### config.mk
export PLATFORM = sky130hd
export DESIGN_NAME = centered_moving_average_unit
export DESIGN_NICKNAME = d
export VERILOG_FILES = /design/src/rtl/core/cma_pkg.sv /design/src/rtl/core/centered_moving_average_unit.sv /design/src/rtl/core/cma_cell.sv /design/src/rtl/core/cma_window.sv /design/src/rtl/core/cma_div.sv
export SDC_FILE = /design/constraint.sdc
export NUM_CORES = 2
export LEC_CHECK = 0
export ABC_AREA = 1
export BUFFER_PORTS_ARGS = -buffer_cell sky130_fd_sc_hd__buf_2
export CORE_AREA = 5 5 389 544
export DETAILED_ROUTE_END_ITERATION = 10
export DIE_AREA = 0 0 394 549
export HOLD_SLACK_MARGIN = 0.12
export PLACE_DENSITY = 0.45
export SYNTH_ARGS = -nofsm -noshare
export SYNTH_HDL_FRONTEND = slang
export SYNTH_SLANG_ARGS = --single-unit
### constraint.sdc
create_clock -name i_clk -period 19.4 [get_ports i_clk]
set_clock_uncertainty 0.2 [all_clocks]
set_input_delay 1.94 -clock i_clk [delete_from_list [all_inputs] [get_ports i_clk]]
set_output_delay 1.94 -clock i_clk [all_outputs]
set_load 0.05 [all_outputs]
### src/rtl/core/cma_pkg.sv
`timescale 1ns / 1ps

package cma_pkg;

    localparam int SAMPLE_BITS = 16;
    localparam int MAX_RADIUS  = 15;
    localparam int RAD_BITS    = 4;
    localparam int WIN_DEPTH   = 2 * MAX_RADIUS + 1;
    localparam int IDX_BITS    = $clog2(WIN_DEPTH);
    localparam int CNT_BITS    = $clog2(WIN_DEPTH + 1);
    localparam int SEEN_BITS   = 6;
    localparam int SUM_BITS    = SAMPLE_BITS + 6;
    localparam int MAG_BITS    = SUM_BITS - 1;
    localparam int FRAC_BITS   = 8;
    localparam int AVG_BITS    = 24;
    localparam int RECIP_BITS  = 29;
    localparam int RECIP_SHIFT = 28;
    localparam int PROD_BITS   = MAG_BITS + RECIP_BITS;
    localparam int QSHIFT      = RECIP_SHIFT - FRAC_BITS;
    localparam int X_BITS      = MAG_BITS + FRAC_BITS;
    localparam logic [RAD_BITS-1:0] RADIUS_RESET = RAD_BITS'(1);

    typedef logic signed [SAMPLE_BITS-1:0] t_sample;
    typedef logic signed [SUM_BITS-1:0]    t_sum;
    typedef logic [CNT_BITS-1:0]           t_cnt;
    typedef logic [IDX_BITS-1:0]           t_idx;
    typedef logic [RECIP_BITS-1:0]         t_recip;

    typedef struct packed {
        t_sum sum;
        t_cnt cnt;
        logic fin;
    } t_div_req;

    // floor(2^28 / n) for window counts 1..31
    function automatic t_recip recip_of(input t_cnt n);
        t_recip r;
        case (n)
            5'd1:    r = 29'd268435456;
            5'd2:    r = 29'd134217728;
            5'd3:    r = 29'd89478485;
            5'd4:    r = 29'd67108864;
            5'd5:    r = 29'd53687091;
            5'd6:    r = 29'd44739242;
            5'd7:    r = 29'd38347922;
            5'd8:    r = 29'd33554432;
            5'd9:    r = 29'd29826161;
            5'd10:   r = 29'd26843545;
            5'd11:   r = 29'd24403223;
            5'd12:   r = 29'd22369621;
            5'd13:   r = 29'd20648881;
            5'd14:   r = 29'd19173961;
            5'd15:   r = 29'd17895697;
            5'd16:   r = 29'd16777216;
            5'd17:   r = 29'd15790320;
            5'd18:   r = 29'd14913080;
            5'd19:   r = 29'd14128181;
            5'd20:   r = 29'd13421772;
            5'd21:   r = 29'd12782640;
            5'd22:   r = 29'd12201611;
            5'd23:   r = 29'd11671106;
            5'd24:   r = 29'd11184810;
            5'd25:   r = 29'd10737418;
            5'd26:   r = 29'd10324440;
            5'd27:   r = 29'd9942053;
            5'd28:   r = 29'd9586980;
            5'd29:   r = 29'd9256395;
            5'd30:   r = 29'd8947848;
            5'd31:   r = 29'd8659208;
            default: r = '0;
        endcase
        return r;
    endfunction

endpackage

### src/rtl/core/centered_moving_average_unit.sv
`timescale 1ns / 1ps

// Centered moving average with shrinking edges. Samples enter through the slave stream
// (tlast marks the final sample of a sequence); each position gets the mean of the samples
// within radius on both sides, clipped at the sequence ends, as a signed value with 8
// fractional bits in m_axis_tdata, tlast set on the mean for the last position. Samples
// sit in a row of 31 shift cells; a sequencer walks the cells to build each window sum
// with one add per cycle unless the output stalls, and feeds a four-stage reciprocal
// divider that returns one mean per cycle unless the output stalls. In steady state each
// sample is accepted and its mean issued before the next sample is taken. The sample that
// completes the first full window is followed by the leading means; a last sample is
// followed by the trailing means (or one mean per sample of a short sequence). The radius
// register may be written at any idle moment and clears the sequence in progress.

module centered_moving_average_unit import cma_pkg::*; (
    input  logic                i_clk,
    input  logic                i_rst_n,
    input  logic                i_s_axis_tvalid,
    output logic                o_s_axis_tready,
    input  logic [15:0]         i_s_axis_tdata,    // [15:0] sample
    input  logic                i_s_axis_tlast,
    output logic                o_m_axis_tvalid,
    input  logic                i_m_axis_tready,
    output logic [23:0]         o_m_axis_tdata,    // [23:0] average
    output logic                o_m_axis_tlast,
    input  logic                i_cfg_valid,
    output logic                o_cfg_ready,
    input  logic [RAD_BITS-1:0] i_cfg_data         // radius
);

    typedef enum logic [4:0] {
        S_IDLE   = 5'b00001,
        S_PREP   = 5'b00010,
        S_HOLD   = 5'b00100,
        S_GROW   = 5'b01000,
        S_SHRINK = 5'b10000
    } t_seq_state;

    t_seq_state           r_state, n_state;
    logic [RAD_BITS-1:0]  r_radius, n_radius;
    logic [SEEN_BITS-1:0] r_seen, n_seen;
    t_sum                 r_sum, n_sum;
    t_sum                 r_acc, n_acc;
    t_cnt                 r_cnt, n_cnt;
    t_idx                 r_idx, n_idx;
    t_cnt                 r_left, n_left;
    logic                 r_fin, n_fin;

    logic      w_accept, w_en, w_issue, w_full, w_at_edge;
    t_idx      w_two_r, w_rd_addr;
    t_sample   w_sample, w_rd_data;
    t_sum      w_rd_ext, w_new_sum;
    t_cnt      w_len, w_rp1, w_full_cnt;
    t_div_req  w_req;
    logic [AVG_BITS-1:0] w_avg;
    logic      w_out_fin, w_out_valid;

    assign w_sample   = t_sample'(i_s_axis_tdata[SAMPLE_BITS-1:0]);
    assign w_accept   = i_s_axis_tvalid && o_s_axis_tready;
    assign w_en       = !w_out_valid || i_m_axis_tready;
    assign w_two_r    = {r_radius, 1'b0};
    assign w_rd_addr  = (r_state == S_IDLE) ? w_two_r : r_idx;
    assign w_rd_ext   = t_sum'(w_rd_data);
    assign w_full     = r_seen > SEEN_BITS'(w_two_r);
    assign w_at_edge  = r_seen == SEEN_BITS'(w_two_r);
    // oldest sample leaves the running sum once the window is full
    assign w_new_sum  = r_sum + t_sum'(w_sample) - (w_full ? w_rd_ext : t_sum'(0));
    assign w_len      = CNT_BITS'(r_seen) + CNT_BITS'(1);
    assign w_rp1      = CNT_BITS'(r_radius) + CNT_BITS'(1);
    assign w_full_cnt = CNT_BITS'(w_two_r) + CNT_BITS'(1);
    assign w_issue    = (r_state == S_HOLD) || (r_state == S_GROW) || (r_state == S_SHRINK);

    assign w_req.sum  = r_acc;
    assign w_req.cnt  = r_cnt;
    assign w_req.fin  = r_fin && (r_left == CNT_BITS'(1));

    // a register write wins over a sample beat in the same cycle
    assign o_s_axis_tready = (r_state == S_IDLE) && !i_cfg_valid;
    assign o_cfg_ready     = (r_state == S_IDLE);

    cma_window u_window (
        .i_clk     (i_clk),
        .i_shift   (w_accept),
        .i_d       (w_sample),
        .i_rd_addr (w_rd_addr),
        .o_rd_data (w_rd_data)
    );

    cma_div u_div (
        .i_clk       (i_clk),
        .i_rst_n     (i_rst_n),
        .i_en        (w_en),
        .i_req_valid (w_issue),
        .i_req       (w_req),
        .o_valid     (w_out_valid),
        .o_avg       (w_avg),
        .o_fin       (w_out_fin)
    );

    assign o_m_axis_tvalid = w_out_valid;
    assign o_m_axis_tdata  = w_avg;
    assign o_m_axis_tlast  = w_out_fin;

    always_comb begin
        n_state  = r_state;
        n_radius = r_radius;
        n_seen   = r_seen;
        n_sum    = r_sum;
        n_acc    = r_acc;
        n_cnt    = r_cnt;
        n_idx    = r_idx;
        n_left   = r_left;
        n_fin    = r_fin;

        case (r_state)
            S_IDLE: begin
                if (i_cfg_valid) begin
                    n_radius = i_cfg_data;
                    n_seen   = '0;
                    n_sum    = '0;
                end else if (w_accept) begin
                    if (i_s_axis_tlast) begin
                        n_seen = '0;
                        n_sum  = '0;
                    end else begin
                        n_seen = (r_seen != '1) ? r_seen + SEEN_BITS'(1) : r_seen;
                        n_sum  = w_new_sum;
                    end
                    n_acc = w_new_sum;
                    if (!w_full && i_s_axis_tlast) begin
                        // short sequence: every position gets the overall mean
                        n_state = S_HOLD;
                        n_cnt   = w_len;
                        n_left  = w_len;
                        n_fin   = 1'b1;
                    end else if (!w_full && w_at_edge) begin
                        n_state = (r_radius == '0) ? S_GROW : S_PREP;
                        n_cnt   = w_rp1;
                        n_left  = w_rp1;
                        n_idx   = '0;
                        n_fin   = 1'b0;
                    end else if (w_full && i_s_axis_tlast) begin
                        n_state = S_SHRINK;
                        n_cnt   = w_full_cnt;
                        n_left  = w_rp1;
                        n_idx   = w_two_r;
                        n_fin   = 1'b1;
                    end else if (w_full) begin
                        n_state = S_HOLD;
                        n_cnt   = w_full_cnt;
                        n_left  = CNT_BITS'(1);
                        n_fin   = 1'b0;
                    end
                end
            end
            S_PREP: begin
                // strip the newest radius samples to reach the first leading window
                n_acc = r_acc - w_rd_ext;
                if (r_idx == IDX_BITS'(r_radius) - IDX_BITS'(1)) begin
                    n_state = S_GROW;
                end else begin
                    n_idx = r_idx + IDX_BITS'(1);
                end
            end
            S_HOLD: begin
                if (w_en) begin
                    n_left = r_left - CNT_BITS'(1);
                    if (r_left == CNT_BITS'(1)) begin
                        n_state = S_IDLE;
                    end
                end
            end
            S_GROW: begin
                if (w_en) begin
                    n_acc  = r_acc + w_rd_ext;
                    n_cnt  = r_cnt + CNT_BITS'(1);
                    n_idx  = r_idx - IDX_BITS'(1);
                    n_left = r_left - CNT_BITS'(1);
                    if (r_left == CNT_BITS'(1)) begin
                        n_state = S_IDLE;
                    end
                end
            end
            S_SHRINK: begin
                if (w_en) begin
                    n_acc  = r_acc - w_rd_ext;
                    n_cnt  = r_cnt - CNT_BITS'(1);
                    n_idx  = r_idx - IDX_BITS'(1);
                    n_left = r_left - CNT_BITS'(1);
                    if (r_left == CNT_BITS'(1)) begin
                        n_state = S_IDLE;
                    end
                end
            end
            default: begin
                n_state = S_IDLE;
            end
        endcase
    end

    always_ff @(posedge i_clk) begin
        if (!i_rst_n) begin
            r_state  <= S_IDLE;
            r_radius <= RADIUS_RESET;
            r_seen   <= '0;
            r_sum    <= '0;
            r_left   <= '0;
            r_fin    <= 1'b0;
        end else begin
            r_state  <= n_state;
            r_radius <= n_radius;
            r_seen   <= n_seen;
            r_sum    <= n_sum;
            r_left   <= n_left;
            r_fin    <= n_fin;
        end
    end

    always_ff @(posedge i_clk) begin
        r_acc <= n_acc;
        r_cnt <= n_cnt;
        r_idx <= n_idx;
    end

endmodule

### src/rtl/core/cma_cell.sv
`timescale 1ns / 1ps

module cma_cell import cma_pkg::*; (
    input  logic    i_clk,
    input  logic    i_shift,
    input  t_sample i_d,
    output t_sample o_q
);

    t_sample r_q;

    always_ff @(posedge i_clk) begin
        if (i_shift) begin
            r_q <= i_d;
        end
    end

    assign o_q = r_q;

endmodule

### src/rtl/core/cma_window.sv
`timescale 1ns / 1ps

module cma_window import cma_pkg::*; (
    input  logic    i_clk,
    input  logic    i_shift,
    input  t_sample i_d,
    input  t_idx    i_rd_addr,
    output t_sample o_rd_data
);

    t_sample w_tap [WIN_DEPTH];

    // cell 0 holds the newest sample
    for (genvar k = 0; k < WIN_DEPTH; k++) begin : g_cell
        if (k == 0) begin : g_head
            cma_cell u_cell (
                .i_clk   (i_clk),
                .i_shift (i_shift),
                .i_d     (i_d),
                .o_q     (w_tap[k])
            );
        end else begin : g_body
            cma_cell u_cell (
                .i_clk   (i_clk),
                .i_shift (i_shift),
                .i_d     (w_tap[k-1]),
                .o_q     (w_tap[k])
            );
        end
    end

    assign o_rd_data = (i_rd_addr < IDX_BITS'(WIN_DEPTH)) ? w_tap[i_rd_addr] : '0;

endmodule

### src/rtl/core/cma_div.sv
`timescale 1ns / 1ps

module cma_div import cma_pkg::*; (
    input  logic                i_clk,
    input  logic                i_rst_n,
    input  logic                i_en,
    input  logic                i_req_valid,
    input  t_div_req            i_req,
    output logic                o_valid,
    output logic [AVG_BITS-1:0] o_avg,
    output logic                o_fin
);

    logic                 r1_valid, r2_valid, r3_valid, r4_valid;
    logic [MAG_BITS-1:0]  r1_mag, r2_mag;
    logic                 r1_neg, r2_neg;
    t_cnt                 r1_cnt, r2_cnt, r3_cnt;
    logic                 r1_fin, r2_fin, r3_fin, r4_fin;
    t_recip               r1_recip;
    logic [PROD_BITS-1:0] r2_prod;
    logic [X_BITS-1:0]    r3_x, r3_qn;
    logic [AVG_BITS-1:0]  r3_qa, r3_qb, r4_avg;

    logic [MAG_BITS-1:0]  w_mag;
    logic [AVG_BITS-1:0]  w_qest;
    logic [X_BITS-1:0]    w_rem;
    logic                 w_ge;

    assign w_mag  = i_req.sum[SUM_BITS-1] ? MAG_BITS'(-i_req.sum) : MAG_BITS'(i_req.sum);
    // reciprocal estimate is exact or one short
    assign w_qest = r2_prod[QSHIFT +: AVG_BITS];
    assign w_rem  = r3_x - r3_qn;
    assign w_ge   = w_rem >= X_BITS'(r3_cnt);

    always_ff @(posedge i_clk) begin
        if (!i_rst_n) begin
            r1_valid <= 1'b0;
            r2_valid <= 1'b0;
            r3_valid <= 1'b0;
            r4_valid <= 1'b0;
        end else if (i_en) begin
            r1_valid <= i_req_valid;
            r2_valid <= r1_valid;
            r3_valid <= r2_valid;
            r4_valid <= r3_valid;
        end
    end

    always_ff @(posedge i_clk) begin
        if (i_en) begin
            r1_mag   <= w_mag;
            r1_neg   <= i_req.sum[SUM_BITS-1];
            r1_cnt   <= i_req.cnt;
            r1_fin   <= i_req.fin;
            r1_recip <= recip_of(i_req.cnt);

            r2_prod  <= PROD_BITS'(r1_mag) * PROD_BITS'(r1_recip);
            r2_mag   <= r1_mag;
            r2_neg   <= r1_neg;
            r2_cnt   <= r1_cnt;
            r2_fin   <= r1_fin;

            r3_x     <= {r2_mag, FRAC_BITS'(0)};
            r3_qn    <= X_BITS'(w_qest) * X_BITS'(r2_cnt);
            // the estimate and the estimate plus one, negated for a negative sum
            r3_qa    <= r2_neg ? -w_qest : w_qest;
            r3_qb    <= r2_neg ? ~w_qest : w_qest + AVG_BITS'(1);
            r3_cnt   <= r2_cnt;
            r3_fin   <= r2_fin;

            r4_avg   <= w_ge ? r3_qb : r3_qa;
            r4_fin   <= r3_fin;
        end
    end

    assign o_valid = r4_valid;
    assign o_avg   = r4_avg;
    assign o_fin   = r4_fin;

endmodule
==> impl_metrics.csv <==
group,metric,value,unit
status,status,"completed",
synth,synth_commonest_cells,"1618 x nand2_1, 1295 x inv_1, 766 x edfxtp_1",
synth,yosys_register_bits,813,
clock_tree,cts.clk_slew.worst_paths,0.06,ns
synth,synth_top_area_cell,"edfxtp_1",
global_routing,grt_max_degree,195,
synth,synthCells,6719,
sta,slew_viol_final,0,
clock_tree,cts_tree,"built",
floorplanning,dieHeight,549,um
synth,synth_edf_count,766,
synth,synth_fp_nets,7591,
floorplanning,dieArea,216000,um^2
global_routing,grt_pass1_vias,46518,
clock_tree,root_buffer,"clkbuf_16",
sta,fin_crit,7.96,ns
sta,slew_headroom,21.4,%
clock_tree,htreeDepth,3,
synth,ys_warn_count,0,
sta,timing.fmax,0.126,GHz
worst_setup_path,critPathArrivalTime,8.23,ns
worst_setup_path,cp.required,19.67,ns
synth,synth_area,61300,um^2
synth,synth-async-reset-ratio,0,%
clock_tree,numCtsBuffers,92,
sta,period_share,41.0,%
finish,area_growth,9.38,%
finish,seq_area,23900,um^2
synth,synth_area_leaders,"edfxtp_1 37%, fa_1 19%, nand2_1 9.9%, inv_1 7.9%, nand3_1 5.6%",
floorplanning,floorplan.initialDensity,29.7,%
worst_setup_path,crit_path_start_kind,"register",
synth,yosysTopAreaCellShare,37.5,%
placement,io_buffers,53,
clock_tree,cts_buffer_depth,3,
clock_tree,clock_latency,0.75,ns
worst_setup_path,cp_max_fo,21,
clock_tree,clkSinkCount,813,
clock_tree,post-cts-setup-buffers,0,
finish,fin_nets,7492,
drt,viasPerCell,4.72,
finish,num_antenna_cells,0,
synth,ys.flop_type,"edfxtp_1",
synth,ys_seq_area_share,39.0,%
global_routing,antenna_found_initial,1,
drt,wirelength,172000,um
sta,finalHoldViolCount,0,
finish,final_layout_size_suffix_gt1_share,4.57,%
finish,fillers,21622,
sta,finalWorstSetupSlack,11.44,ns
global_routing,gr-total-overflow,0,
clock_tree,hold_buffers,0,
floorplanning,fp-row-count,198,
worst_hold_path,hp-class,"reg2reg",
flow_run,max_cap_violations,0,
synth,yosysUniqueCellTypes,56,
sta,grt_setup_unrepaired,"false",
placement,pre_cts_ws,11.38,ns
drt,drc,0,
global_routing,grt_first_pass_wirelength,270000,um
drt,wl_per_cell,18.4,um
finish,multi_input_area,31100,um^2
placement,gp_congestion,0.861,
worst_setup_path,crit_type,"reg2reg",
synth,avgSynthCellArea,9.13,um^2
worst_setup_path,critPathCaptureType,"register",
global_routing,gr-usage-all-layers,15.8,%
placement,dpl.hpwl,122000,um
floorplanning,die_w,394,um
sta,worstMarginPinSlew,1.18,ns
floorplanning,pin_count,54,
drt,drt_first_pass_iters,5,
drt,ant_nets,0,
drt,drt_iter0_markers,2886,
synth,synth.most_common_cell,"nand2_1",
sta,fin_setup_tns,0,ns
drt,vias,44355,
sta,setup_violations,0,
floorplanning,core_area,207000,um^2
finish,fin_util,32.5,%
clock_tree,cts_resized,0,
==> state kept, by name (all words and copies together) (netlist names), 22 cells and up <==
register	cells
u_div.r2_prod	24
u_div.r1_recip	29
u_window.g_cell.g_body.u_cell.o_q	480
r_sum	22
u_div.r3_qa	24
u_div.o_avg	24
u_div.r3_qb	24
r_acc	22
u_div.r3_qn	29
==> final cells by class <==
| type | instances | area share [%] |
|---|---|---|
| Sequential cell | 813 | 35.7 |
| Tap cell | 2700 | 5.03 |
| Clock inverter | 56 | 0.806 |
| Multi-Input combinational cell | 4283 | 46.4 |
| Inverter | 1310 | 7.35 |
| Timing Repair Buffer | 120 | 1.22 |
| Clock buffer | 112 | 3.54 |
==> cell families after synthesis <==
kind of cell | after synthesis | synth area share (%)
AOI/OAI and AO/OA | 530 | 4.83
xor gates and xnor gates | 202 | 2.88
buffers and inverters | 1623 | 10.3
DFF | 813 | 39.0
and+or+nand+nor | 2705 | 18.5
adders and majority gates | 846 | 24.4
==> metrics by stage <==
stage / cells / cell area [um^2] / hold slack (ns)
floorplan: 6719 / 61300 / 0.200
global placement: 9226 / 64200 / 0.200
detailed placement: 9226 / 64200 / 0.205
CTS: 9394 / 67100 / 0.213
global route: 9394 / 67100 / 0.222
finish: 9394 / 67100 / 0.206
==> critical path, stage by stage, from the launching register on <==
cell and delay (ns):
edfxtp_1 0.98, nand2_1 0.20, fa_1 0.55, fa_1 0.53, fa_1 0.52, inv_1 0.05, fa_1 0.57, fa_1 0.43
fa_1 0.49, inv_1 0.05, fa_1 0.49, inv_1 0.05, ha_1 0.35, nand2_1 0.11, nor2_1 0.16, inv_1 0.06
nor3_1 0.18, and3_1 0.18, a21oi_1 0.14, o31ai_1 0.80, a21boi_0 0.31, o21bai_1 0.24, xor2_1 0.08
==> cells in the final DEF, fill, tap and decap left out, types with 64 or more instances in the layout <==
master / count
a21oi_1: 221
clkbuf_16: 92
edfxtp_1: 766
fa_1: 586
ha_1: 260
inv_1: 1293
nand2_1: 1618
nand3_1: 687
nor2_1: 263
o21ai_0: 182
xnor2_1: 64
xor2_1: 138
==> path summary, 6_finish.rpt <==
| kind | start | end | slack [ns] | cells past startpoint |
|---|---|---|---|---|
| worst min register to register | u_div.r2_mag[17]$_DFFE_PN_ | u_div.r3_x[25]$_DFFE_PN_ | 0.21 | 0 |
| worst max-delay path | u_div.r1_recip[15]$_DFFE_PN_ | u_div.r2_prod[38]$_DFFE_PN_ | 11.44 | 22 |
| worst min-delay path | u_div.r2_mag[17]$_DFFE_PN_ | u_div.r3_x[25]$_DFFE_PN_ | 0.21 | 0 |
| worst max register to register | u_div.r1_recip[15]$_DFFE_PN_ | u_div.r2_prod[38]$_DFFE_PN_ | 11.44 | 22 |
==> layer usage <==
metal / track usage, % / up-vias / wire [um]
li1: - / 21019 / -
met1: 20.2 / 22236 / 75200
met2: 28.5 / 918 / 87300
met3: 1.80 / 182 / 6540
met4: 3.76 / 0 / 3390
met5: 0 / - / 0
Power is not shown: default switching activity piles up to over one toggle a cycle in this logic, so the estimate is an artifact.
